$ cat src/rtl/vhc_pkg.sv
// ----------------------------------------------------------------------------
// Vector to HSL colour package
// Shared widths, the arctangent table and the record that moves along the
// chain of cells.
// ----------------------------------------------------------------------------
`default_nettype none

package vhc_pkg;

  // Input component width (signed Q4.12).
  localparam int IN_W = 16;

  // Number of CORDIC micro-rotations (8..24).
  localparam int ANGLE_STAGES = 16;

  // Fraction bits of the lightness (8..32).
  localparam int COMPONENT_WIDTH = 16;

  // Extra low bits carried through the rotations.
  localparam int GUARD_BITS = 8;

  // Rotation datapath width: input, guard bits, gain and magnitude growth.
  localparam int CORDIC_W = IN_W + GUARD_BITS + 4;

  // Angle accumulator, units of 2^-32 turn.
  localparam int ANG_W = 32;

  // Square root: one result bit per cell.
  localparam int SQRT_STEPS = COMPONENT_WIDTH - 1;
  localparam int RAD_W      = 2 * SQRT_STEPS;
  localparam int REM_W      = SQRT_STEPS + 3;

  // The chain is long enough for both the rotations and the root.
  localparam int NUM_CELLS = (ANGLE_STAGES > SQRT_STEPS) ? ANGLE_STAGES : SQRT_STEPS;
  localparam int SHIFT_W   = $clog2(NUM_CELLS);

  // Cycles from an accepted start to the result strobe.
  localparam int LATENCY = NUM_CELLS + 6;

  // Hue constants in turns.
  localparam logic [ANG_W-1:0] HALF_TURN = 32'h8000_0000;
  localparam logic [15:0]      THIRD_Q16 = 16'd21845;

  // atan(2^-i) in units of 2^-32 turn.
  localparam int ATAN_ENTRIES = 24;
  localparam int ATAN_IDX_W   = $clog2(ATAN_ENTRIES);
  localparam logic [ANG_W-1:0] ATAN_TURNS [ATAN_ENTRIES] = '{
    32'd536870912, 32'd316933406, 32'd167458907, 32'd85004756,
    32'd42667331,  32'd21354465,  32'd10679838,  32'd5340245,
    32'd2670163,   32'd1335087,   32'd667544,    32'd333772,
    32'd166886,    32'd83443,     32'd41722,     32'd20861,
    32'd10430,     32'd5215,      32'd2608,      32'd1304,
    32'd652,       32'd326,       32'd163,       32'd81
  };

  // Table lookup that is safe for any cell position.
  function automatic logic [ANG_W-1:0] atan_turn(input int unsigned idx);
    logic [ANG_W-1:0] val;
    val = '0;
    if (idx < ATAN_ENTRIES) begin
      val = ATAN_TURNS[idx[ATAN_IDX_W-1:0]];
    end
    return val;
  endfunction

  // Per-cell settings, fixed at elaboration.
  typedef struct packed {
    logic [SHIFT_W-1:0] shift;
    logic [ANG_W-1:0]   atan;
    logic               cordic_en;
    logic               sqrt_en;
  } vhc_ctl_t;

  // Record handed from cell to cell.
  typedef struct packed {
    logic                       valid;
    logic                       sat;
    logic signed [CORDIC_W-1:0] cx;
    logic signed [CORDIC_W-1:0] cy;
    logic [ANG_W-1:0]           ang;
    logic [RAD_W-1:0]           rad;
    logic [REM_W-1:0]           rem;
    logic [SQRT_STEPS-1:0]      root;
  } vhc_cell_t;

endpackage

`default_nettype wire

$ cat src/rtl/vhc_back.sv
// ----------------------------------------------------------------------------
// Vector to HSL colour back end
// Turns angle and root into hue and lightness, applies the hue ramp per
// channel and scales each channel to 0..255 with rounding.
// ----------------------------------------------------------------------------
`default_nettype none

module vhc_back
  import vhc_pkg::*;
(
  input  logic      clk_i,
  input  logic      rst_ni,
  input  vhc_cell_t cell_i,
  output logic      done_o,
  output logic [7:0] red_o,
  output logic [7:0] green_o,
  output logic [7:0] blue_o
);

  localparam int Q_W = COMPONENT_WIDTH + 1;
  localparam int M_W = Q_W + 17;
  localparam int P_W = M_W + 8;
  localparam int SH  = COMPONENT_WIDTH + 16;

  // Piecewise HSL ramp in Q1.16: 6t, 1, 4 - 6t, 0.
  function automatic logic [16:0] ramp_q16(input logic [15:0] t);
    logic [18:0] t6;
    logic [17:0] t3;
    logic [18:0] fall;
    logic [16:0] val;
    t6   = {t, 2'b00} + {1'b0, t, 1'b0};
    t3   = {t, 1'b0} + {2'b00, t};
    fall = 19'd262144 - t6;
    if (t6 < 19'd65536) begin
      val = t6[16:0];
    end else if (!t[15]) begin
      val = 17'h10000;
    end else if (t3 < 18'd131072) begin
      val = fall[16:0];
    end else begin
      val = '0;
    end
    return val;
  endfunction

  logic             b1_v_q, b2_v_q, b3_v_q, done_q;
  logic [Q_W-1:0]   q1_q, q2_q;
  logic [15:0]      h1_q;
  logic [16:0]      ramp_q [3];
  logic [M_W-1:0]   m_q [3];
  logic [7:0]       chan_q [3];
  logic [7:0]       chan_d [3];
  logic [ANG_W-1:0] hue32;
  logic [15:0]      t_d [3];

  // Hue is half a turn minus the angle, rounded to Q0.16.
  assign hue32 = (HALF_TURN + 32'h0000_8000) - cell_i.ang;

  // Channel offsets of +1/3, 0 and -1/3 turn, wrapping.
  assign t_d[0] = h1_q + THIRD_Q16;
  assign t_d[1] = h1_q;
  assign t_d[2] = h1_q - THIRD_Q16;

  // Final scaling: m * 255, rounded half up.
  always_comb begin
    logic [P_W-1:0] prod;
    for (int c = 0; c < 3; c++) begin
      prod      = ({m_q[c], 8'h00} - P_W'(m_q[c])) + (P_W'(1) << (SH - 1));
      chan_d[c] = prod[SH+7:SH];
    end
  end

  // Valid bits through the back end.
  always_ff @(posedge clk_i or negedge rst_ni) begin
    if (!rst_ni) begin
      b1_v_q <= 1'b0;
      b2_v_q <= 1'b0;
      b3_v_q <= 1'b0;
      done_q <= 1'b0;
    end else begin
      b1_v_q <= cell_i.valid;
      b2_v_q <= b1_v_q;
      b3_v_q <= b2_v_q;
      done_q <= b3_v_q;
    end
  end

  // Datapath stages: hue and q, ramps, products, channels.
  always_ff @(posedge clk_i) begin
    q1_q <= cell_i.sat ? {1'b1, {COMPONENT_WIDTH{1'b0}}} : {1'b0, cell_i.root, 1'b0};
    h1_q <= hue32[31:16];
    q2_q <= q1_q;
    for (int c = 0; c < 3; c++) begin
      ramp_q[c] <= ramp_q16(t_d[c]);
      m_q[c]    <= M_W'(q2_q) * M_W'(ramp_q[c]);
      chan_q[c] <= chan_d[c];
    end
  end

  assign done_o  = done_q;
  assign red_o   = chan_q[0];
  assign green_o = chan_q[1];
  assign blue_o  = chan_q[2];

endmodule

`default_nettype wire

$ cat config.mk
export PLATFORM = sky130hd
export DESIGN_NAME = vhc_back
export DESIGN_NICKNAME = d
export VERILOG_FILES = /design/src/rtl/vhc_pkg.sv /design/src/rtl/vhc_back.sv
export SDC_FILE = /design/constraint.sdc
export NUM_CORES = 2
export LEC_CHECK = 0
export ABC_CLOCK_PERIOD_IN_PS = 8700
export BUFFER_PORTS_ARGS = -buffer_cell sky130_fd_sc_hd__clkbuf_2
export CAP_MARGIN = 40
export CORE_ASPECT_RATIO = 1.75
export CORE_MARGIN = 3
export CORE_UTILIZATION = 65
export DETAILED_ROUTE_END_ITERATION = 10
export PLACE_DENSITY = 0.84
export SLEW_MARGIN = 20
export SYNTH_ARGS = -nofsm -noshare
export SYNTH_HDL_FRONTEND = slang
export SYNTH_SLANG_ARGS = --single-unit
$ cat constraint.sdc
create_clock -name clk_i -period 8.7 [get_ports clk_i]
set_input_delay 1.74 -clock clk_i [delete_from_list [all_inputs] [get_ports clk_i]]
set_output_delay 1.74 -clock clk_i [all_outputs]
set_load 0.05 [all_outputs]
# Yosys cells after proc, flatten, opt, wreduce, memory -nomap -nowiden
# Memories as Yosys holds them, arrays and structs flattened.
# Cells that the tools add are included.
classes:
  addsub: 18
  multipliers: 3
  n_div: 0
  order_cmp: 6
  eq_ne: 0
  shifts: 0
  mux: 10
  bitwise: 0
  reduce_logical: 0
ops:
  columns: ["op", "n"]
  rows:
  - ["2-to-1 mux 17 bit", 10]
  - ["adder 40 x 32 -> 40 bit (second input constant)", 3]
  - ["subtractor 40 x 34 -> 40 bit", 3]
  - ["multiplier 17 x 17 -> 34 bit", 3]
  - ["adder 18 x 17 -> 19 bit", 3]
  - ["< comparator 19 x 17 -> 1 bit (second input constant)", 3]
  - ["adder 17 x 16 -> 18 bit", 3]
  - ["< comparator 18 bit (second input constant)", 3]
  - ["subtractor 1 x 17 -> 17 bit (first input constant)", 3]
  - ["subtractor 32 bit (first input constant)", 1]
  - ["adder 16 x 15 -> 16 bit (second input constant)", 1]
  - ["subtractor 16 x 15 -> 16 bit (second input constant)", 1]
word_totals:
  reg_bits: 54
  latchBits: 0
  ram_bits: 177
  romBits: 0
  in_bits: 155
  out_inout_bits: 25
  wordCells: 48
  n_memories: 3
memory_table:
  columns: ["name", "words", "word_bits", "read_ports", "rd_clocked_by_memory_dff", "write_ports", "line", "text"]
  rows:
  - ["m_q", 3, 34, 3, 0, 3, "vhc_back.sv:50", "logic [M_W-1:0] m_q [3];"]
  - ["ramp_q", 3, 17, 3, 0, 3, "vhc_back.sv:49", "logic [16:0] ramp_q [3];"]
  - ["chan_q", 3, 8, 3, 0, 3, "vhc_back.sv:51", "logic [7:0] chan_q [3];"]

# Logic depth before layout (Yosys ltp)
depth:
  ltp_word: 6
  depth_mapped: 26
  ltp_nobuf: 25

# Worst setup path after synthesis
# Ideal clock, no wire load.
synth_timing:
  path_type: "register -> register"
  startpoint: "reg q2_q[12]"
  endpoint: "mem m_q[0][31] (netlist name)"
  setup_ps: 72
  arrival_ps: 6066
  t_required_ps: 8628
  slack_ps: 2562
  path_stages_with_launch: 23
  n_path_buf: 2
  period_less_slack_ps: 6138
  path_cell_list: "dfxtp_1 -> clkbuf_1 -> clkbuf_1 -> nand2_1 -> fa_1 -> fa_1 -> fa_1 -> inv_1 -> fa_1 -> fa_1 -> fa_1 -> ha_1 -> a21o_1 -> a21o_1 -> a21oi_1 -> o21ai_1 -> a221oi_1 -> o21ai_1 -> nand2_1 -> a32oi_1 -> a21o_1 -> a21oi_1 -> xnor2_1"
synth_rtl:
  columns: ["element", "line", "text"]
  rows:
  - ["start, declared", "vhc_back.sv:47", "logic [Q_W-1:0] q1_q, q2_q;"]
  - ["start signal, assigned", "vhc_back.sv:92", "q2_q <= q1_q;"]
  - ["end, declared", "vhc_back.sv:50", null]

==> flow_summary.yaml <==
pwr:
  leakage_uw: 0.02121
  intPower_uw: 6171
  pwr-share-comb: 0.746
  p_switching_uw: 6562
  sw_frac_of_total: 0.5154
  p_clk_frac: 0.091
  power_density_mw_per_mm2: 314.9
  ir_drop_mv: 0.3630
  share_seq_of_total_power: 0.163
  total_power_uw: 12730
grt:
  grt_util_all_layers: 0.2928
  antenna_found_initial: 0
  grt_start_max_net_pins: 49
  grt_pass1_vias: 32180
  grt_overflow: 0
  grt_pass1_wl_um: 149200
setup_path:
  crit_fanout: 10
  start_kind: "flop"
  cp_slowest_stage_delay_ns: 0.81
  worstPathRequired_ns: 9.20
  cp.arrival_ns: 7.56
  path_delay_family: "adder cells"
  crit_top_cell: "fa_1"
  crit_type: "reg -> reg"
  path_buf_inv: 5
  worstPathCellList: "buf_4, and2_1, fa_1, inv_1, fa_1, fa_1, inv_1, fa_1, fa_1, inv_1, fa_1, inv_1, ha_1, a21o_1, a21oi_1, nand4b_1, o21ai_0, o21ai_0, a41o_1, nor3_1, o21bai_1, a21oi_1, xnor2_1"
  cp-end-kind: "flop"
  cpMaxStageDelayCell: "dfxtp_1"
status:
  status: "complete, no violations"
logic_synthesis:
  postSynthAreaPerCell_um2: 8.959
  synthTopCellsByArea: "fa_1 (30%), ha_1 (19%), dfxtp_1 (11%)"
  yosysSeqAreaShare: 0.1153
  synth_cell_types: 93
  yosysTopAreaCell: "fa_1"
  syn_area_mm2: 0.03837
  synth-edff-count: 0
  synth_nets: 5605
  syn_inst: 4283
  yosysMostFrequentCell: "inv_1"
  ys.warnings.count: 0
  synth_async_sr_flop_share: 0.01818
  ys_ff_latch: 220
  ys.flop_type: "dfxtp_1"
  synth_top_area_frac: 0.3047
  synth_common_cells: "inv_1 (874), fa_1 (584), ha_1 (583)"
clocking:
  cts_buffers: 25
  hold_buffers: 0
  cts_resized: 0
  clk_pin_slew_ns: 0.08
  cts_max_path_buffers: 3
  postCtsSetupBuffers: 0
  cts-root-buf: "clkbuf_16"
  worstSkewPairLatency_ns: 0.59
  h-tree-depth: 1
  numClockSinks: 220
  cts_tree: "done"
cells_and_area:
  design_area_mm2: 0.04044
  fin_nets: 5606
  drive_gt1_frac: 0.04718
  antenna_cells: 0
  areaGrowthSynthToFinish_pct: 5.390
  fill_cells: 4428
routing:
  route.detailed.drc: 0
  via_per_inst: 5.738
  first_pass_iters: 5
  final_antenna_net_count: 0
  wl_per_cell_um: 17.24
  routed_wirelength_um: 87530
  via_count: 29130
  drt-initial-drc-count: 1419
sta:
  hold_viol: 0
  slew_headroom: 0.3974
  hold_slack_ns: 0.3248
  rsz0062_at_grt: "no"
  worst_slew_pin_slew_ns: 0.9027
  fmax_ghz: 0.1418
  finalSetupViolCount: 0
  fin_tns_setup_ns: 0
  fin_ws_ns: 1.647
  finalCritPeriodShare: 0.8107
  finalClockSkew_ns: 0.02930
  finalMaxSlewViolations: 0
  final.min_clock_period_ns: 7.053
placement:
  post-place-ws_ns: 1.749
  placed_cell_area_mm2: 0.03952
  io_buffers: 75
  place_hpwl_um: 70020
  place_congestion: 0.8899
die:
  start_util: 0.6586
  fp-row-count: 117
  die-height_um: 327.4
  die_w_um: 189.7
  core_area_mm2: 0.05826
  fp.dieArea_mm2: 0.06210
  ios: 180
worst_hold_path:
  hold_class: "reg -> reg"
flow_run:
  drv_cap: 0
[path summary, 6_finish.rpt]
| kind | depth (start not counted) | end | slack [ns] | start |
|---|---|---|---|---|
| worst min-delay path | 0 | q2_q[13] | 0.32 | q1_q[13] |
| worst min register to register | 0 | q2_q[13] | 0.32 | q1_q[13] |
| worst max-delay path | 23 | m_q[0][100] | 1.65 | q2_q[12] |
| max in group asynchronous | 1 | b1_v_q | 7.62 | rst_ni |
| min in group asynchronous | 1 | b2_v_q | 0.96 | rst_ni |
| worst max register to register | 23 | m_q[0][100] | 1.65 | q2_q[12] |
[cell families after synthesis]
group,after synthesis,synth area share
and+or+nand+nor,1221,0.1632
muxes,18,0.004761
buffers and inverters,1018,0.1002
AOI/OAI and AO/OA,453,0.07924
xor gates and xnor gates,186,0.04246
DFF,220,0.1153
adders and majority gates,1167,0.4948
[placed cells by master (no fill, tap or decap), types with 33 or more instances in the layout]
| cell type | Yosys | routed |
|---|---|---|
| nand2_1 | 461 | 461 |
| ha_1 | 583 | 583 |
| buf_4 | 2 | 33 |
| a21o_1 | 77 | 77 |
| nand3_1 | 37 | 37 |
| o21ai_0 | 62 | 62 |
| nor2b_1 | 40 | 40 |
| xnor2_1 | 140 | 140 |
| nor3_1 | 37 | 37 |
| inv_1 | 874 | 874 |
| dfxtp_1 | 216 | 215 |
| and2_1 | 395 | 395 |
| clkbuf_2 | 1 | 76 |
| a21oi_1 | 141 | 141 |
| nor2_1 | 105 | 105 |
| fa_1 | 584 | 584 |
| xor2_1 | 46 | 46 |
[power groups by stage]
| stage | sequential [µW] | clock (µW) | combinational (µW) |
|---|---|---|---|
| 2_1_floorplan | 1860 | 0 | 7240 |
| 3_3_place_gp | 2070 | 0 | 9010 |
| 3_5_place_dp | 2070 | 0 | 9360 |
| 4_1_cts | 2060 | 1190 | 9530 |
| 5_1_grt | 2110 | 1220 | 10900 |
| 6_report | 2080 | 1160 | 9490 |
[state kept, by name (all words and copies together) (netlist names)]
name and cells:
q2_q 16, chan_q 24, m_q 96, ramp_q 48, b3_v_q 1, done_o 1, b2_v_q 1, b1_v_q 1
q1_q 16, h1_q 16
[cell type report]
type / instances / area (µm²) / share of cell area
multi-input combinational: 3045 / 30100 / 0.7443
timing repair buffer: 118 / 785.8 / 0.01943
tap: 773 / 967.2 / 0.02392
clock buffer: 27 / 643.1 / 0.01590
sequential: 220 / 4425 / 0.1094
clock inverter: 19 / 236.5 / 0.005848
inverter: 874 / 3281 / 0.08113
[through the flow]
step | instances | util
after floorplan | 4283 | -
after global placement | 5019 | 0.6765
after detailed placement | 5027 | 0.6784
after CTS | 5073 | 0.6935
after global routing | 5076 | 0.6941
final | 5076 | 0.6941
[worst register-to-register path, delay by kind of cell, from the launching register on]
family / cells / cell delay (ns)
AO/OA/AOI/OAI: 7 / 1.82
AND/OR/NAND/NOR: 3 / 0.49
flip-flops: 1 / 0.81
buffers and inverters: 5 / 0.55
XOR/XNOR: 1 / 0.15
adder cells (fa/ha/maj): 7 / 3.15
[metal layers]
layer / up-vias / wire length (µm) / track usage
met5: - / 0 / 0
met4: 0 / 5712 / 0.1731
met3: 423 / 5152 / 0.03512
met2: 1065 / 46720 / 0.5513
met1: 14280 / 29950 / 0.3089
li1: 13360 / - / -
No activity file was read; power rests on OpenSTA's default activity.
