### config.mk
export PLATFORM = sky130hd
export DESIGN_NAME = vhc_front
export DESIGN_NICKNAME = d
export VERILOG_FILES = /design/src/rtl/vhc_pkg.sv /design/src/rtl/vhc_front.sv
export SDC_FILE = /design/constraint.sdc
export NUM_CORES = 1
export LEC_CHECK = 0
export ABC_AREA = 1
export BUFFER_PORTS_ARGS = -buffer_cell sky130_fd_sc_hd__buf_4
export CORE_ASPECT_RATIO = 1.2
export CORE_UTILIZATION = 36
export CTS_CLUSTER_SIZE = 28
export DETAILED_ROUTE_END_ITERATION = 8
export PLACE_DENSITY_LB_ADDON = 0.25
export SETUP_SLACK_MARGIN = 0.3
export SYNTH_ARGS = -nofsm -noshare
export SYNTH_HDL_FRONTEND = slang
export SYNTH_SLANG_ARGS = --single-unit
### constraint.sdc
create_clock -name clk_i -period 2.2 [get_ports clk_i]
set_input_delay 0.66 -clock clk_i [delete_from_list [all_inputs] [get_ports clk_i]]
set_output_delay 0.66 -clock clk_i [all_outputs]
set_load 0.005 [all_outputs]
### src/rtl/vhc_pkg.sv
// ----------------------------------------------------------------------------
// Vector to HSL colour package
// Shared widths, the arctangent table and the record that moves along the
// chain of cells.
// ----------------------------------------------------------------------------
`default_nettype none

package vhc_pkg;

  // Input component width (signed Q4.12).
  localparam int IN_W = 16;

  // Number of CORDIC micro-rotations (8..24).
  localparam int ANGLE_STAGES = 16;

  // Fraction bits of the lightness (8..32).
  localparam int COMPONENT_WIDTH = 16;

  // Extra low bits carried through the rotations.
  localparam int GUARD_BITS = 8;

  // Rotation datapath width: input, guard bits, gain and magnitude growth.
  localparam int CORDIC_W = IN_W + GUARD_BITS + 4;

  // Angle accumulator, units of 2^-32 turn.
  localparam int ANG_W = 32;

  // Square root: one result bit per cell.
  localparam int SQRT_STEPS = COMPONENT_WIDTH - 1;
  localparam int RAD_W      = 2 * SQRT_STEPS;
  localparam int REM_W      = SQRT_STEPS + 3;

  // The chain is long enough for both the rotations and the root.
  localparam int NUM_CELLS = (ANGLE_STAGES > SQRT_STEPS) ? ANGLE_STAGES : SQRT_STEPS;
  localparam int SHIFT_W   = $clog2(NUM_CELLS);

  // Cycles from an accepted start to the result strobe.
  localparam int LATENCY = NUM_CELLS + 6;

  // Hue constants in turns.
  localparam logic [ANG_W-1:0] HALF_TURN = 32'h8000_0000;
  localparam logic [15:0]      THIRD_Q16 = 16'd21845;

  // atan(2^-i) in units of 2^-32 turn.
  localparam int ATAN_ENTRIES = 24;
  localparam int ATAN_IDX_W   = $clog2(ATAN_ENTRIES);
  localparam logic [ANG_W-1:0] ATAN_TURNS [ATAN_ENTRIES] = '{
    32'd536870912, 32'd316933406, 32'd167458907, 32'd85004756,
    32'd42667331,  32'd21354465,  32'd10679838,  32'd5340245,
    32'd2670163,   32'd1335087,   32'd667544,    32'd333772,
    32'd166886,    32'd83443,     32'd41722,     32'd20861,
    32'd10430,     32'd5215,      32'd2608,      32'd1304,
    32'd652,       32'd326,       32'd163,       32'd81
  };

  // Table lookup that is safe for any cell position.
  function automatic logic [ANG_W-1:0] atan_turn(input int unsigned idx);
    logic [ANG_W-1:0] val;
    val = '0;
    if (idx < ATAN_ENTRIES) begin
      val = ATAN_TURNS[idx[ATAN_IDX_W-1:0]];
    end
    return val;
  endfunction

  // Per-cell settings, fixed at elaboration.
  typedef struct packed {
    logic [SHIFT_W-1:0] shift;
    logic [ANG_W-1:0]   atan;
    logic               cordic_en;
    logic               sqrt_en;
  } vhc_ctl_t;

  // Record handed from cell to cell.
  typedef struct packed {
    logic                       valid;
    logic                       sat;
    logic signed [CORDIC_W-1:0] cx;
    logic signed [CORDIC_W-1:0] cy;
    logic [ANG_W-1:0]           ang;
    logic [RAD_W-1:0]           rad;
    logic [REM_W-1:0]           rem;
    logic [SQRT_STEPS-1:0]      root;
  } vhc_cell_t;

endpackage

`default_nettype wire

### src/rtl/vhc_front.sv
// ----------------------------------------------------------------------------
// Vector to HSL colour front end
// Squares the components, checks the lightness limit, scales the radicand
// and rotates the vector into the right half plane for the CORDIC chain.
// ----------------------------------------------------------------------------
`default_nettype none

module vhc_front
  import vhc_pkg::*;
(
  input  logic                   clk_i,
  input  logic                   rst_ni,
  input  logic                   accept_i,
  input  logic signed [IN_W-1:0] vec_x_i,
  input  logic signed [IN_W-1:0] vec_y_i,
  output vhc_cell_t              cell_o
);

  logic                       v1_q;
  logic signed [2*IN_W-1:0]   xx_q, yy_q;
  logic signed [CORDIC_W-1:0] cx1_q, cy1_q;
  logic [ANG_W-1:0]           ang1_q;

  logic signed [CORDIC_W-1:0] cx_d, cy_d;
  logic [ANG_W-1:0]           ang_d;

  vhc_cell_t cell_d, cell_q;

  // Start vector is (-y, x); a point in the left half plane is turned by half a turn.
  always_comb begin
    logic signed [CORDIC_W-1:0] vx_ext;
    logic signed [CORDIC_W-1:0] vy_ext;
    logic signed [CORDIC_W-1:0] cx0;
    logic signed [CORDIC_W-1:0] cy0;
    vx_ext = CORDIC_W'(vec_x_i);
    vy_ext = CORDIC_W'(vec_y_i);
    cx0    = -(vy_ext <<< GUARD_BITS);
    cy0    = vx_ext <<< GUARD_BITS;
    if (cx0[CORDIC_W-1]) begin
      cx_d  = -cx0;
      cy_d  = -cy0;
      ang_d = HALF_TURN;
    end else begin
      cx_d  = cx0;
      cy_d  = cy0;
      ang_d = '0;
    end
  end

  // First stage: squares and the pre-rotated vector.
  always_ff @(posedge clk_i or negedge rst_ni) begin
    if (!rst_ni) begin
      v1_q <= 1'b0;
    end else begin
      v1_q <= accept_i;
    end
  end

  always_ff @(posedge clk_i) begin
    xx_q   <= vec_x_i * vec_x_i;
    yy_q   <= vec_y_i * vec_y_i;
    cx1_q  <= cx_d;
    cy1_q  <= cy_d;
    ang1_q <= ang_d;
  end

  // Second stage: sum of squares, limit at a magnitude of one half, radicand.
  always_comb begin
    logic [2*IN_W-1:0]    sum;
    logic [RAD_W+21:0]    wide;
    sum  = $unsigned(xx_q) + $unsigned(yy_q);
    wide = {sum[21:0], {RAD_W{1'b0}}};
    cell_d       = '0;
    cell_d.valid = v1_q;
    cell_d.sat   = |sum[2*IN_W-1:22];
    cell_d.cx    = cx1_q;
    cell_d.cy    = cy1_q;
    cell_d.ang   = ang1_q;
    cell_d.rad   = wide[RAD_W+21:22];
  end

  always_ff @(posedge clk_i or negedge rst_ni) begin
    if (!rst_ni) begin
      cell_q <= '0;
    end else begin
      cell_q <= cell_d;
    end
  end

  assign cell_o = cell_q;

endmodule

`default_nettype wire

# After elaboration in Yosys (flattened, before gate mapping)
# Index checks and enable logic that the tools add are counted.
[totals] inputBits=35 regBits=265
[op_classes] muxes=3 addsub=4 reduce_logical=1 mul=2
[ops] operator="16-bit by 16-bit multiplier with 32-bit output" count=2
[ops] operator="24-bit negator with 28-bit output" count=2
[ops] operator="32-bit adder" count=1
[ops] operator="32-bit two-way mux" count=1
[ops] operator="28-bit two-way mux" count=1
[ops] operator="28-bit negator" count=1
[ops] operator="27-bit two-way mux" count=1
[ops] operator="10-bit OR reduction" count=1

# Logic depth before layout (Yosys ltp)
[depth] depth_word=3 ltp_mapped=27 ltp_nobuf=26

# Worst setup path after synthesis
# Ideal clock, no wire load.
[synth_path] path_type="input to register" startpoint="in vec_x_i[5]" endpoint="reg xx_q[31]" required_ns=2.084 arrival_time_ns=5.820 path_stages=23 setup_slack_ns=-3.737 cell_sequence="clkbuf_1 -> buf_1 -> nand2_1 -> fa_1 -> inv_1 -> fa_1 -> fa_1 -> fa_1 -> inv_1 -> fa_1 -> inv_1 -> fa_1 -> ha_1 -> clkbuf_1 -> nand2_1 -> nor2_1 -> nand2_1 -> nor4_1 -> nand2_1 -> inv_1 -> nor2_1 -> nand2_1 -> nand2_1"
[synth_via] elab_chain_len=1
[synth_rtl] element="start, declared" line_no="vhc_front.sv:14" text="input logic signed [IN_W-1:0] vec_x_i,"
[synth_rtl] element="16-bit by 16-bit multiplier with 32-bit output" line_no="vhc_front.sv:60" text="xx_q <= vec_x_i * vec_x_i;"
[synth_rtl] element="end signal, assigned" line_no="vhc_front.sv:60"
[synth_rtl] element="end, declared" line_no="vhc_front.sv:20" text="logic signed [2*IN_W-1:0] xx_q, yy_q;"
# No other way between the ends.
# A chain may end at the register's enable or synchronous reset.

# Worst setup path after layout
[layout_path] startpoint="in vec_x_i[15]" endpoint="reg xx_q[31]"
# Same word-level chain as after synthesis.

==> flow_results.xml <==
<?xml version="1.0" encoding="UTF-8"?>
<metrics>
  <group name="cells_and_area">
    <metric name="layout.filler_cells" unit="">6515</metric>
    <metric name="mostFrequentLayoutCell" unit="">sky130_fd_sc_hd__inv_1</metric>
    <metric name="final_nets" unit="">4576</metric>
    <metric name="register_area" unit="µm²">3690</metric>
    <metric name="syn2layout_area_growth" unit="%">44.8</metric>
    <metric name="layout.cells.most_common_list" unit="">sky130_fd_sc_hd__inv_1, sky130_fd_sc_hd__buf_4, sky130_fd_sc_hd__nand2_1</metric>
    <metric name="final_layout_size_suffix_gt1_share" unit="%">39.1</metric>
    <metric name="finalInstanceArea" unit="µm²">38000</metric>
    <metric name="multi_input_area" unit="µm²">22400</metric>
    <metric name="antenna_cells_inserted" unit="">0</metric>
  </group>
  <group name="grt">
    <metric name="gr_usage_total" unit="%">20.3</metric>
    <metric name="global_route.overflow_total" unit="">0</metric>
    <metric name="antenna_found_initial" unit="">0</metric>
    <metric name="grt_max_degree" unit="">33</metric>
    <metric name="global_route_wire_length_before_repair" unit="mm">118</metric>
    <metric name="grt_pass1_vias" unit="">23100</metric>
  </group>
  <group name="yosys">
    <metric name="synth.lib_cells_used.distinct" unit="">51</metric>
    <metric name="synth-seq-cells" unit="">167</metric>
    <metric name="avgSynthCellArea" unit="µm²">8.30</metric>
    <metric name="ys.flop_type" unit="">sky130_fd_sc_hd__dfxtp_1</metric>
    <metric name="yosysWarningCount" unit="">0</metric>
    <metric name="post_synth_inst_count" unit="">3166</metric>
    <metric name="synth_edf_count" unit="">0</metric>
    <metric name="ys_async_sr_fraction" unit="%">39.5</metric>
    <metric name="mappedNetlistArea" unit="µm²">26300</metric>
    <metric name="synth_sequential_area_ratio" unit="%">14.0</metric>
  </group>
  <group name="clock_tree">
    <metric name="clk_sinks" unit="">167</metric>
    <metric name="clock-root-buffer" unit="">sky130_fd_sc_hd__clkbuf_16</metric>
    <metric name="max_h_tree_level" unit="">4</metric>
    <metric name="cts_tree" unit="">built</metric>
    <metric name="cts-buffers-inserted" unit="">17</metric>
    <metric name="clkLatencyLatePin" unit="ns">0.50</metric>
    <metric name="clock_slew_at_reported_path_ffs" unit="ns">0.07</metric>
    <metric name="max_clock_buf_depth" unit="">2</metric>
    <metric name="cts.hold.buffers_added" unit="">0</metric>
  </group>
  <group name="floorplan">
    <metric name="floorplan.initialDensity" unit="%">36.4</metric>
    <metric name="placement_rows" unit="">108</metric>
    <metric name="die_y" unit="µm">298</metric>
    <metric name="die-area" unit="µm²">74100</metric>
    <metric name="coreArea" unit="µm²">72300</metric>
    <metric name="die_w" unit="µm">249</metric>
    <metric name="num_io_pins" unit="">188</metric>
  </group>
  <group name="drt">
    <metric name="route.detailed.vias_per_inst" unit="">4.42</metric>
    <metric name="drc_errors" unit="">0</metric>
    <metric name="route.detailed.wl_per_inst" unit="µm">15.0</metric>
    <metric name="total_length_of_routed_wires" unit="mm">72.3</metric>
    <metric name="drt_pass1_iterations" unit="">7</metric>
    <metric name="dr.first_iter.drc_count" unit="">752</metric>
    <metric name="antenna_left" unit="">0</metric>
    <metric name="via_count" unit="">21200</metric>
  </group>
  <group name="setup_path">
    <metric name="critical_path.startpoint_type" unit="">primary input</metric>
    <metric name="critical_path.top_delay_family" unit="">adder cells</metric>
    <metric name="worst_path_max_delay_cell" unit="">sky130_fd_sc_hd__fa_2</metric>
    <metric name="cp_data_arrival_time" unit="ns">5.57</metric>
    <metric name="worstPathRequired" unit="ns">2.58</metric>
    <metric name="critical_path_buf_inv_count" unit="">7</metric>
    <metric name="critical_path.cell_chain" unit="">buf_12, buf_8, nand2_4, fa_1, inv_2, fa_2, buf_4, fa_2, inv_2, fa_1, inv_2, fa_1, fa_2, ha_4, buf_4, a21o_1, a31oi_2, o211ai_1, o21ai_1, nand2_1</metric>
    <metric name="timing.critical_path.fanout_max" unit="">6</metric>
    <metric name="critical_path.max_stage_delay" unit="ns">0.59</metric>
    <metric name="critPathKind" unit="">in2reg</metric>
    <metric name="crit_path_capture_type" unit="">flip-flop</metric>
  </group>
  <group name="place">
    <metric name="placedInstanceArea" unit="µm²">33100</metric>
    <metric name="post-dp-hpwl" unit="mm">60.5</metric>
    <metric name="number_of_input_and_output_port_buffers_inserted" unit="">99</metric>
    <metric name="gp_routability_congestion" unit="">0.906</metric>
  </group>
  <group name="timing">
    <metric name="grt_setup_unrepaired" unit="">true</metric>
    <metric name="setup_ws" unit="ns">-2.99</metric>
    <metric name="skew" unit="ns">0.0208</metric>
    <metric name="slew_viol_final" unit="">0</metric>
    <metric name="finalHoldWorstSlack" unit="ns">0.0989</metric>
    <metric name="final_hold_vios" unit="">0</metric>
    <metric name="setup_violation_total_in_the_final_timing_report" unit="">56</metric>
    <metric name="timing.slew.headroom" unit="%">66.7</metric>
    <metric name="max_freq" unit="MHz">193</metric>
    <metric name="final_period_minus_worst_setup_slack" unit="ns">5.19</metric>
    <metric name="worst_slew_pin_slew" unit="ns">0.496</metric>
    <metric name="post-route-period-util" unit="%">236</metric>
  </group>
  <group name="status">
    <metric name="outcome" unit="">complete, but fails checks</metric>
    <metric name="violations" unit="">negative setup slack</metric>
  </group>
  <group name="min_path">
    <metric name="hold_class" unit="">in2async</metric>
  </group>
  <group name="run">
    <metric name="maxCapViolations" unit="">0</metric>
  </group>
</metrics>
## per-stage QoR
stage / worst slack, ns / instances / util [%] / TNS [ns]
2_1_floorplan: -3.30 / 3255 / - / -147.22
3_3_place_gp: -3.59 / 4649 / 45.8 / -185.99
3_5_place_dp: -3.58 / 4649 / 45.8 / -186.65
4_1_cts: -2.94 / 4745 / 50.4 / -133.75
5_1_grt: -3.11 / 4806 / 52.6 / -143.45
6_report: -2.99 / 4806 / 52.6 / -135.92
## worst paths after layout
check                      depth (start not counted)  slack [ns]          end        start
setup / recovery                                  20       -2.99     xx_q[31]  vec_x_i[15]
hold / removal                                     1         0.1  cell_o[104]       rst_ni
setup reg to reg                                  15        0.04  cell_o[151]      yy_q[2]
hold reg to reg                                    0        0.32  cell_o[140]    cx1_q[17]
max in group asynchronous                          2        1.51   cell_o[45]       rst_ni
min in group clk_i                                 1        0.27         v1_q     accept_i
## synthesized netlist by cell type, types with 7 or more instances
library cell | number | area share (%)
sky130_fd_sc_hd__nand2_2 | 7 | 0.17
sky130_fd_sc_hd__clkbuf_1 | 34 | 0.49
sky130_fd_sc_hd__nor2_4 | 7 | 0.30
sky130_fd_sc_hd__or2_2 | 8 | 0.19
sky130_fd_sc_hd__o21ai_1 | 8 | 0.15
sky130_fd_sc_hd__nor2_1 | 143 | 2.0
sky130_fd_sc_hd__nor3_1 | 17 | 0.32
sky130_fd_sc_hd__buf_1 | 15 | 0.21
sky130_fd_sc_hd__o21bai_1 | 20 | 0.57
sky130_fd_sc_hd__fa_1 | 469 | 36
sky130_fd_sc_hd__o21ai_0 | 44 | 0.84
sky130_fd_sc_hd__xor2_1 | 83 | 2.8
sky130_fd_sc_hd__ha_1 | 214 | 10
sky130_fd_sc_hd__dfrtp_1 | 66 | 6.3
sky130_fd_sc_hd__buf_4 | 92 | 2.6
sky130_fd_sc_hd__nand3_1 | 73 | 1.4
sky130_fd_sc_hd__dfxtp_1 | 101 | 7.7
sky130_fd_sc_hd__a21oi_1 | 99 | 1.9
sky130_fd_sc_hd__nand2_1 | 635 | 9.1
sky130_fd_sc_hd__inv_1 | 872 | 12
sky130_fd_sc_hd__nand4_1 | 27 | 0.64
sky130_fd_sc_hd__buf_2 | 12 | 0.23
sky130_fd_sc_hd__xnor2_1 | 42 | 1.4
sky130_fd_sc_hd__a21o_1 | 10 | 0.29
## registers in the layout (all words and copies together), names as in the netlist
signal  count
cx1_q      19
xx_q       31
cy1_q      19
cell_o     65
yy_q       31
v1_q        1
ang1_q      1
## area by class of cell
cell class | instances | area share, %
Multi-Input combinational cell | 2048 | 58.9
Inverter | 883 | 8.94
Sequential cell | 167 | 9.69
Clock inverter | 12 | 0.286
Clock buffer | 20 | 1.23
Tap cell | 935 | 3.07
Timing Repair Buffer | 741 | 17.9
## metal layers
layer / GRT usage [%] / up-vias / part of all wire (%) / wire length (µm)
met5: 0 / - / 0 / 0
met1: 23.2 / 10400 / 40 / 29300
met3: 1.76 / 87 / 1.9 / 1370
met4: 6.58 / 0 / 2.6 / 1900
met2: 39.4 / 308 / 55 / 39800
li1: - / 10400 / - / -
## logic make-up (layout without fill, tap and decap cells)
family,Yosys count,count (layout),synth area share [%]
AO/OA/AOI/OAI,206,206,4.49
XOR/XNOR,130,130,4.48
adder cells (fa/ha/maj),683,683,45.9
buffers and inverters,1040,1656,16.4
flip-flops,167,167,14.0
other,1,90,0.0143
AND/OR/NAND/NOR,939,939,14.8
## repair_timing
| action | in CTS | in global routing |
|---|---|---|
| endpoints found under the hold margin | 0 | 0 |
| pin swaps | 291 | 182 |
| setup endpoints to repair | 100 | 100 |
| gates cloned | 2 | 1 |
| gates resized for setup | 534 | 274 |
| buffers inserted | 62 | 60 |
Power is left out: the tool's default activity adds up to more than one toggle a clock period on the data nets, which glitch-free logic cannot reach.
