$ cat config.mk
export PLATFORM = sky130hd
export DESIGN_NAME = vhc_cell
export DESIGN_NICKNAME = d
export VERILOG_FILES = /design/src/rtl/vhc_pkg.sv /design/src/rtl/vhc_cell.sv
export SDC_FILE = /design/constraint.sdc
export NUM_CORES = 1
export LEC_CHECK = 0
export ABC_AREA = 1
export BUFFER_PORTS_ARGS = -buffer_cell sky130_fd_sc_hd__buf_2
export CAP_MARGIN = 20
export CORE_MARGIN = 4
export CORE_UTILIZATION = 58
export CTS_BUF_LIST = sky130_fd_sc_hd__clkbuf_8
export CTS_CLUSTER_DIAMETER = 60
export DETAILED_ROUTE_END_ITERATION = 10
export PLACE_DENSITY = 0.88
export SYNTH_ARGS = -nofsm -noshare
export SYNTH_HDL_FRONTEND = slang
export SYNTH_SLANG_ARGS = --single-unit
$ cat constraint.sdc
create_clock -name clk_i -period 0.8 [get_ports clk_i]
set_input_delay 0.04 -clock clk_i [delete_from_list [all_inputs] [get_ports clk_i]]
set_output_delay 0.04 -clock clk_i [all_outputs]
set_load 0.02 [all_outputs]
$ cat src/rtl/vhc_pkg.sv
// ----------------------------------------------------------------------------
// Vector to HSL colour package
// Shared widths, the arctangent table and the record that moves along the
// chain of cells.
// ----------------------------------------------------------------------------
`default_nettype none

package vhc_pkg;

  // Input component width (signed Q4.12).
  localparam int IN_W = 16;

  // Number of CORDIC micro-rotations (8..24).
  localparam int ANGLE_STAGES = 16;

  // Fraction bits of the lightness (8..32).
  localparam int COMPONENT_WIDTH = 16;

  // Extra low bits carried through the rotations.
  localparam int GUARD_BITS = 8;

  // Rotation datapath width: input, guard bits, gain and magnitude growth.
  localparam int CORDIC_W = IN_W + GUARD_BITS + 4;

  // Angle accumulator, units of 2^-32 turn.
  localparam int ANG_W = 32;

  // Square root: one result bit per cell.
  localparam int SQRT_STEPS = COMPONENT_WIDTH - 1;
  localparam int RAD_W      = 2 * SQRT_STEPS;
  localparam int REM_W      = SQRT_STEPS + 3;

  // The chain is long enough for both the rotations and the root.
  localparam int NUM_CELLS = (ANGLE_STAGES > SQRT_STEPS) ? ANGLE_STAGES : SQRT_STEPS;
  localparam int SHIFT_W   = $clog2(NUM_CELLS);

  // Cycles from an accepted start to the result strobe.
  localparam int LATENCY = NUM_CELLS + 6;

  // Hue constants in turns.
  localparam logic [ANG_W-1:0] HALF_TURN = 32'h8000_0000;
  localparam logic [15:0]      THIRD_Q16 = 16'd21845;

  // atan(2^-i) in units of 2^-32 turn.
  localparam int ATAN_ENTRIES = 24;
  localparam int ATAN_IDX_W   = $clog2(ATAN_ENTRIES);
  localparam logic [ANG_W-1:0] ATAN_TURNS [ATAN_ENTRIES] = '{
    32'd536870912, 32'd316933406, 32'd167458907, 32'd85004756,
    32'd42667331,  32'd21354465,  32'd10679838,  32'd5340245,
    32'd2670163,   32'd1335087,   32'd667544,    32'd333772,
    32'd166886,    32'd83443,     32'd41722,     32'd20861,
    32'd10430,     32'd5215,      32'd2608,      32'd1304,
    32'd652,       32'd326,       32'd163,       32'd81
  };

  // Table lookup that is safe for any cell position.
  function automatic logic [ANG_W-1:0] atan_turn(input int unsigned idx);
    logic [ANG_W-1:0] val;
    val = '0;
    if (idx < ATAN_ENTRIES) begin
      val = ATAN_TURNS[idx[ATAN_IDX_W-1:0]];
    end
    return val;
  endfunction

  // Per-cell settings, fixed at elaboration.
  typedef struct packed {
    logic [SHIFT_W-1:0] shift;
    logic [ANG_W-1:0]   atan;
    logic               cordic_en;
    logic               sqrt_en;
  } vhc_ctl_t;

  // Record handed from cell to cell.
  typedef struct packed {
    logic                       valid;
    logic                       sat;
    logic signed [CORDIC_W-1:0] cx;
    logic signed [CORDIC_W-1:0] cy;
    logic [ANG_W-1:0]           ang;
    logic [RAD_W-1:0]           rad;
    logic [REM_W-1:0]           rem;
    logic [SQRT_STEPS-1:0]      root;
  } vhc_cell_t;

endpackage

`default_nettype wire

$ cat src/rtl/vhc_cell.sv
// ----------------------------------------------------------------------------
// Vector to HSL colour chain cell
// One CORDIC micro-rotation and one square root digit, registered and
// handed to the next cell.
// ----------------------------------------------------------------------------
`default_nettype none

module vhc_cell
  import vhc_pkg::*;
(
  input  logic      clk_i,
  input  logic      rst_ni,
  input  vhc_ctl_t  ctl_i,
  input  vhc_cell_t cell_i,
  output vhc_cell_t cell_o
);

  vhc_cell_t cell_d, cell_q;

  always_comb begin
    logic signed [CORDIC_W-1:0] cx;
    logic signed [CORDIC_W-1:0] cy;
    logic signed [CORDIC_W-1:0] dx;
    logic signed [CORDIC_W-1:0] dy;
    logic [REM_W-1:0]           rem_sh;
    logic [REM_W-1:0]           trial;
    logic                       take;
    cx     = cell_i.cx;
    cy     = cell_i.cy;
    dx     = cy >>> ctl_i.shift;
    dy     = cx >>> ctl_i.shift;
    rem_sh = {cell_i.rem[REM_W-3:0], cell_i.rad[RAD_W-1 -: 2]};
    trial  = REM_W'({cell_i.root, 2'b01});
    take   = (rem_sh >= trial);
    cell_d = cell_i;

    // Rotate toward the x axis and track the angle turned.
    if (ctl_i.cordic_en) begin
      if (!cy[CORDIC_W-1]) begin
        cell_d.cx  = cx + dx;
        cell_d.cy  = cy - dy;
        cell_d.ang = cell_i.ang + ctl_i.atan;
      end else begin
        cell_d.cx  = cx - dx;
        cell_d.cy  = cy + dy;
        cell_d.ang = cell_i.ang - ctl_i.atan;
      end
    end

    // Restoring square root: bring down two radicand bits, settle one root bit.
    if (ctl_i.sqrt_en) begin
      cell_d.rad  = {cell_i.rad[RAD_W-3:0], 2'b00};
      cell_d.rem  = take ? (rem_sh - trial) : rem_sh;
      cell_d.root = {cell_i.root[SQRT_STEPS-2:0], take};
    end
  end

  always_ff @(posedge clk_i or negedge rst_ni) begin
    if (!rst_ni) begin
      cell_q <= '0;
    end else begin
      cell_q <= cell_d;
    end
  end

  assign cell_o = cell_q;

endmodule

`default_nettype wire

==> results of run 1 <==
[metrics by stage]
| step | std cells | setup WS [ns] | instance area (sq um) |
|---|---|---|---|
| detailed placement | 3768 | -2.96 | 23500 |
| global placement | 3768 | -2.69 | 23500 |
| floorplan | 2568 | -2.33 | 17400 |
[logic make-up after synthesis]
| family | after synthesis |
|---|---|
| xor gates and xnor gates | 120 |
| DFF | 153 |
| buffers and inverters | 339 |
| AOI/OAI and AO/OA | 448 |
| and+or+nand+nor | 1396 |
| adders and majority gates | 112 |
[synth_stat cells (8+ instances only)]
master    number  area, sq um
clkbuf_1      48          180
nand2_1      767         2880
a31oi_1       24          150
a21o_1        14          105
nand3_1      325         1630
buf_2         21          105
inv_1        242          908
a21oi_1      126          631
xor2_1        65          569
o211ai_1      11         82.6
ha_1         109         1360
nor2_1       179          672
nand2_2       15         93.8
o21ai_0      210         1050
o21bai_1      15          113
buf_6         12          135
dfrtp_1      153         3830
nand3b_1      10         75.1
nand4_1       36          225
nor2_2        12         75.1
a21boi_0       8         60.1
nor3_1        23          115
or2_2         16          100
o21ai_1       13         65.1
xnor2_1       55          482
==> flow_summary.toml, run 1 <==
[run_status]
result_of_the_run = "stopped before the end"
haltStage = "clock tree synthesis (4_1_cts)"
tool.error = "[ERROR DPL-0038] Utilization greater than 100%, impossible to legalize"

[synthesis]
synth_sequential_area_ratio = 0.237
synthXorXnorAreaFrac = 0.0650
count_of_yosys_warnings_during_synthesis = 0
yosysUniqueCellTypes = 49
synth_top_family_by_area = "simple AND/OR/NAND/NOR gates"
synth.area.mux_share = 0
postSynth.topFlopCell = "dfrtp_1"
synth_async_sr_flop_share = 1.00
compound_cell_area_share_of_the_yosys_netlist = 0.155
total_nets_after_synthesis = 2873
yosys.area_share.adder = 0.0880
share_of_synthesized_cell_area_in_and_or_nand_and_nor_gates = 0.369
synth.cell_area_sq_um = 16200
synth.ff_latch_count = 153
avgSynthCellArea_sq_um = 6.30
synth-edff-count = 0
syn-instance-count = 2568

[floorplanning]
chip_height_um = 175
placementRows = 60
start_util = 0.595
die_x_um = 175
boundaryPins = 346

[clocking]
cts_inserted_buffers = 17
cts-resized-gates = 451
max-clock-path-buffers = 2
hold_buffers = 138
cts_num_sinks = 153
postCtsSetupBuffers = 59
cts.htree.levels = 4
clock_tree_root = "clkbuf_8"

[placed_design]
post-dp-hpwl_um = 58900
place.gp.congestion = 1.08
port_buffers = 345
==> run 2, diff against run 1 <==
Settings changed: CORE_UTILIZATION 58 to 40, CTS_BUF_LIST sky130_fd_sc_hd__clkbuf_8 to not set, CTS_CLUSTER_DIAMETER 60 to not set, PLACE_DENSITY 0.88 to not set, PLACE_DENSITY_LB_ADDON set to 0.15.
==> run 2 against run 1 <==
- the flow now finishes, with violations (hold timing, setup timing)
- synthesized cell count did not move
- synthesized area unchanged
==> flow_summary.toml, run 2 <==
[setup_path]
critical_path.max_fanout = 16
startpoint_type = "primary input"
cpMaxStageDelayCell = "ha_1"
data_required_critical_path_ns = 1.16
crit_path_end_kind = "register"
timing.critical_path.slowest_cell_delay_ns = 0.32
worstSetupPathType = "in2reg"
crit_arrival_ns = 3.39
critical-path-top-cell-by-count = "buf_4"

[synthesis]
yosysUniqueCellTypes = 49
synth.area.top_cells = "dfrtp_1 (24%), nand2_1 (18%), nand3_1 (10%)"
synth_sequential_area_ratio = 0.237
count_of_yosys_warnings_during_synthesis = 0
avgSynthCellArea_sq_um = 6.30
syn-instance-count = 2568
most_frequently_used_cell_type_in_the_post_synthesis_netlist = "nand2_1"
yosys.area.top_type_share = 0.237
total_nets_after_synthesis = 2873
synth.cell_area_sq_um = 16200
synth-edff-count = 0
synth_async_sr_flop_share = 1.00
synth.ff_latch_count = 153
postSynth.topFlopCell = "dfrtp_1"
synth_largest_area_cell = "dfrtp_1"
synth_commonest_cells = "nand2_1 (767), nand3_1 (325), inv_1 (242)"

[sta]
post-route-min-period_ns = 3.03
totalNegativeSetupSlack_ns = -203.33
grt_setup_unrepaired = "yes"
hold_ws_ns = -0.0278
max_slew.worst_pin.slew_ns = 0.645
finalHoldViolCount = 12
final.setup.worst_slack_ns = -2.23
finalCritPeriodShare = 3.79
worst_slew_margin_rel = 0.566
setup_viol_count_final = 259
final_max_slew_viol_count = 0
timing.fmax_mhz = 330

[final_layout]
drive_above_1_share = 0.488
final_common_cell = "buf_4"
layout.nets = 4056
leading_cell_types_in_the_layout_fill_and_taps_excluded = "buf_4 (698), nand2_1 (622), buf_2 (354)"
largest_register_ffs = 153
area_growth_synth_to_finish_pct = 85.9

[global_route]
via_count_of_the_first_global_routing_pass = 22500
grt_first_pass_wirelength_um = 117000
antenna_violations_before_repair = 5
grt_overflow = 0
global_route.usage.total = 0.327
grt_start_max_net_pins = 69

[run_status]
failed_checks = "hold timing, setup timing"
result_of_the_run = "complete, but fails checks"

[route]
detail_route.wl_per_cell_um = 18.0
dr_total_vias = 22800
drtIter0Drc = 1632
detail_route.vias_per_cell = 5.32
number_of_nets_with_antenna_violations_after_detailed_routing = 0
number_of_iterations_in_the_first_detailed_routing_pass = 8
final_wirelength_um = 77100
drc_errors = 0

[clocking]
tritoncts = "done"
cts_inserted_buffers = 17
cts.htree.levels = 4
clock_tree_root = "clkbuf_16"
max-clock-path-buffers = 2
cts_num_sinks = 153
cts.reportedPaths.clkPinSlew_ns = 0.07

[floorplanning]
die_x_um = 209
placementRows = 73
boundaryPins = 346
floorplan.core_area_sq_um = 39800
start_util = 0.406
chip_height_um = 209
dieArea_sq_um = 43700

[power]
power.share.switching = 0.417
power.clock.fraction = 0.190
cell_internal_pwr_w = 0.0273
total_power_consumption_of_the_routed_design_w = 0.0468
seq_power_share = 0.197
pwr_density_cell_nw_per_um2 = 1560
sw_pwr_w = 0.0195
ir_worst_vdd_v = 0.00158
static-leakage-power_nw = 15.1
combPwrFrac = 0.613

[placed_design]
post-dp-hpwl_um = 56900
port_buffers = 345
place.gp.congestion = 0.979

[hold_path]
hold_class = "in2async"

[job]
timing.max_cap.violations = 0
[run 2: cell counts after synthesis]
No cell type changed its count.
[run 2: metrics by stage]
step,cells,area (sq um),util,worst slack (ns),hold slack [ns]
floorplan,2568,17400,-,-2.33,-0.256
global placement,4021,24600,0.617,-2.93,-0.0973
detailed placement,4021,24600,0.617,-2.93,-0.0949
CTS,4236,28200,0.709,-2.13,-0.0458
global route,4292,30100,0.755,-2.40,-0.0238
finish,4292,30100,0.755,-2.23,-0.0278
[run 2: cell type report]
type                            count  area, sq um
Antenna cell                        3         7.51
Clock inverter                     12          163
Timing Repair Buffer             1255         9540
Timing Repair inverter              1         8.76
Fill cell                        3027         9750
Sequential cell                   153         3830
Inverter                          247         1010
Tap cell                          525          657
Clock buffer                       20          457
Multi-Input combinational cell   2076        14400
[run 2: per-layer routing]
layer	wire, um	vias up	global-route usage	share of wire
met4	3430	0	0.126	0.044
li1	-	10900	-	-
met3	4910	241	0.0513	0.064
met2	37500	908	0.561	0.49
met1	31300	10800	0.415	0.41
met5	0	-	0	0
[run 2: logic make-up after synthesis]
logic type                 after synthesis  share of synthesized area
and+or+nand+nor                       1396                      0.369
AOI/OAI and AO/OA                      448                      0.155
buffers and inverters                  339                     0.0868
DFF                                    153                      0.237
xor gates and xnor gates               120                     0.0650
adders and majority gates              112                     0.0880
[run 2: worst max-delay path: cells and delay by family]
family | cells | cell delay (ns)
XOR/XNOR | 2 | 0.32
adder cells (fa/ha/maj) | 1 | 0.32
AND/OR/NAND/NOR | 7 | 0.71
buffers and inverters | 9 | 1.16
AO/OA/AOI/OAI | 6 | 0.83
[run 2: worst max path at each step]
stage / startpoint / endpoint / slack (ns) / cells after the start
detailed placement: ctl_i[34] / cell_o[148] / -2.93 / 28
CTS: ctl_i[34] / cell_o[120] / -2.13 / 24
finish: ctl_i[34] / cell_o[138] / -2.23 / 25
global route: ctl_i[34] / cell_o[142] / -2.40 / 27
floorplan: ctl_i[35] / cell_o[146] / -2.33 / 23
global placement: ctl_i[35] / cell_o[122] / -2.93 / 24
[run 2: timing repair]
action | in CTS | in global routing
hold buffers | 147 | 12
gates resized for setup | 310 | 344
endpoints found under the hold margin | 298 | 24
gates cloned | 5 | 3
pin swaps | 95 | 155
endpoints found under the setup margin | 259 | 259
setup buffers | 31 | 38
[run 2: power groups by stage]
stage	combinational, W	clock [W]	sequential (W)
floorplan	0.0110	0	0.0109
global placement	0.0230	0	0.00931
detailed placement	0.0233	0	0.00934
CTS	0.0259	0.00901	0.00921
global route	0.0308	0.00930	0.00932
finish	0.0287	0.00890	0.00922
Note: power is estimated with default switching activity, not from simulation.
==> run 3, diff against run 2 <==
Settings changed: SETUP_SLACK_MARGIN set to 0.4.
==> run 3 against run 2 <==
- the run still ends with hold timing, setup timing left
- final cell count decreased by 2.0%
- cell area increased by 2.2%
- die area unchanged
- fmax decreased by 3.6%
- sequential power decreased by 0.4%
- first-iteration DRC count decreased by 3.4%
- via count decreased by 1.8%
- critical path depth unchanged
- sequential share of layout area decreased by 0.27 points
- flip-flop and latch count unchanged
- clock power decreased by 3.5%
- largest cell class unchanged
==> flow_summary.toml, run 3 (same netlist as run 2, synthesis figures left out) <==
[sta]
setup_viol_count_final = 258
final_max_slew_viol_count = 0
finalHoldViolCount = 266
finalCritPeriodShare = 3.93
timing.fmax_mhz = 318
grt_setup_unrepaired = "yes"
final.setup.worst_slack_ns = -2.34
post-route-min-period_ns = 3.14
worst_slew_margin_rel = 0.716
max_slew.worst_pin.slew_ns = 0.423
hold_ws_ns = -0.561

[global_route]
grt_busiest_layer = "met2"
groute.layer.met2.usage = 0.538
antenna_violations_before_repair = 1
grt_util_met3 = 0.0533
grt_first_pass_wirelength_um = 113000
via_count_of_the_first_global_routing_pass = 21900
global_route.usage.met1 = 0.404
grt_overflow = 0
global_route.usage.total = 0.316
grt_start_max_net_pins = 43

[setup_path]
crit_buf_inv = 5
cpMaxStageDelayCell = "ha_1"
crit_arrival_ns = 3.52
timing.critical_path.slowest_cell_delay_ns = 0.34
data_required_critical_path_ns = 1.18
startpoint_type = "primary input"
worstSetupPathType = "in2reg"
crit_path_end_kind = "register"
critical_path.max_fanout = 6
cp_top_family = "compound AO/OA/AOI/OAI gates"

[clocking]
cts_inserted_buffers = 17
hold_buffers = 6
cts.reportedPaths.clkPinSlew_ns = 0.07
cts.htree.levels = 4
tritoncts = "done"
cts_num_sinks = 153
clock_tree_root = "clkbuf_16"
max-clock-path-buffers = 2

[final_layout]
drive_above_1_share = 0.566
layout.nets = 3975
final_common_cell = "buf_4"
leading_cell_types_in_the_layout_fill_and_taps_excluded = "buf_4 (704), nand2_1 (564), buf_2 (335)"
stdcell_area_sq_um = 30700
largest_register_ffs = 153
fin_cells = 4208
area_growth_synth_to_finish_pct = 89.9

[route]
detail_route.wl_per_cell_um = 18.2
dr_total_vias = 22400
number_of_nets_with_antenna_violations_after_detailed_routing = 0
drc_errors = 0
number_of_iterations_in_the_first_detailed_routing_pass = 6
final_wirelength_um = 76700
detail_route.vias_per_cell = 5.33
drtIter0Drc = 1576

[floorplanning]
placementRows = 73
chip_height_um = 209
floorplan.core_area_sq_um = 39800
boundaryPins = 346
dieArea_sq_um = 43700
die_x_um = 209
start_util = 0.406

[placed_design]
place.gp.congestion = 0.956
port_buffers = 345
placement.cell_area_sq_um = 24700
place_worst_setup_slack_ns = -3.04
post-dp-hpwl_um = 56200
dpl.cell_count = 4042

[run_status]
result_of_the_run = "complete, but fails checks"
failed_checks = "hold timing, setup timing"

[power]
pwr_density_cell_nw_per_um2 = 1600
static-leakage-power_nw = 15.2
ir_worst_vdd_v = 0.00160

[hold_path]
hold_class = "in2async"

[job]
timing.max_cap.violations = 0
run 3: cell types whose count changed in the layout (fill, tap and decap cells not counted), sizes merged, moves of 2 or more:
cell | before | now
buf | 1107 | 1165
bufbuf | 0 | 2
clkbuf | 23 | 18
diode | 3 | 1
dlygate4sd3 | 145 | 6
run 3: layer usage:
| layer | routed length (um) | vias to the layer above |
|---|---|---|
| met1 | 31200 | 10600 |
| met4 | 3350 | 0 |
| met2 | 37600 | 857 |
| met3 | 4640 | 223 |
| met5 | 0 | - |
| li1 | - | 10700 |
run 3: path summary, 6_finish.rpt:
| path | start | to | slack [ns] | cells after the start |
|---|---|---|---|---|
| worst min-delay path | rst_ni | cell_o[0] | -0.56 | 1 |
| worst max-delay path | ctl_i[34] | cell_o[146] | -2.34 | 25 |
| max in group asynchronous | rst_ni | cell_o[139] | 0.85 | 2 |
| min in group clk_i | cell_i[94] | cell_o[94] | -0.22 | 3 |
run 3: what timing repair did:
| action | CTS | global route |
|---|---|---|
| hold endpoints to repair | 300 | 279 |
| pin swaps | 179 | 218 |
| resized for setup | 416 | 601 |
| endpoints found under the setup margin | 259 | 262 |
| cloned | 8 | 1 |
| buffers inserted | 60 | 59 |
run 3: where the power goes:
part,internal (W),switching [W],total [W]
combinational,0.0147,0.0168,0.0315
clock,0.00492,0.00368,0.00859
sequential,0.00888,0.000299,0.00918
total,0.0285,0.0208,0.0492
run 3: area by class of cell:
type	count	area (sq um)
multi-input cells	2076	15700
fillers	2859	9100
repair buffers	1173	8880
flip-flops and latches	153	3830
inverters	247	1040
well taps	525	657
clock buffers	18	429
clock inverters	13	170
repair inverters	2	20.0
diodes	1	2.50
run 3: stage by stage:
| step | total power, W | utilization | TNS [ns] | hold WS (ns) |
|---|---|---|---|---|
| floorplan | 0.0220 | - | -148.21 | -0.256 |
| global placement | 0.0325 | 0.620 | -218.91 | -0.0512 |
| detailed placement | 0.0327 | 0.620 | -224.15 | -0.0475 |
| CTS | 0.0444 | 0.693 | -188.23 | -0.587 |
| global route | 0.0519 | 0.772 | -211.38 | -0.573 |
| finish | 0.0492 | 0.772 | -194.58 | -0.561 |
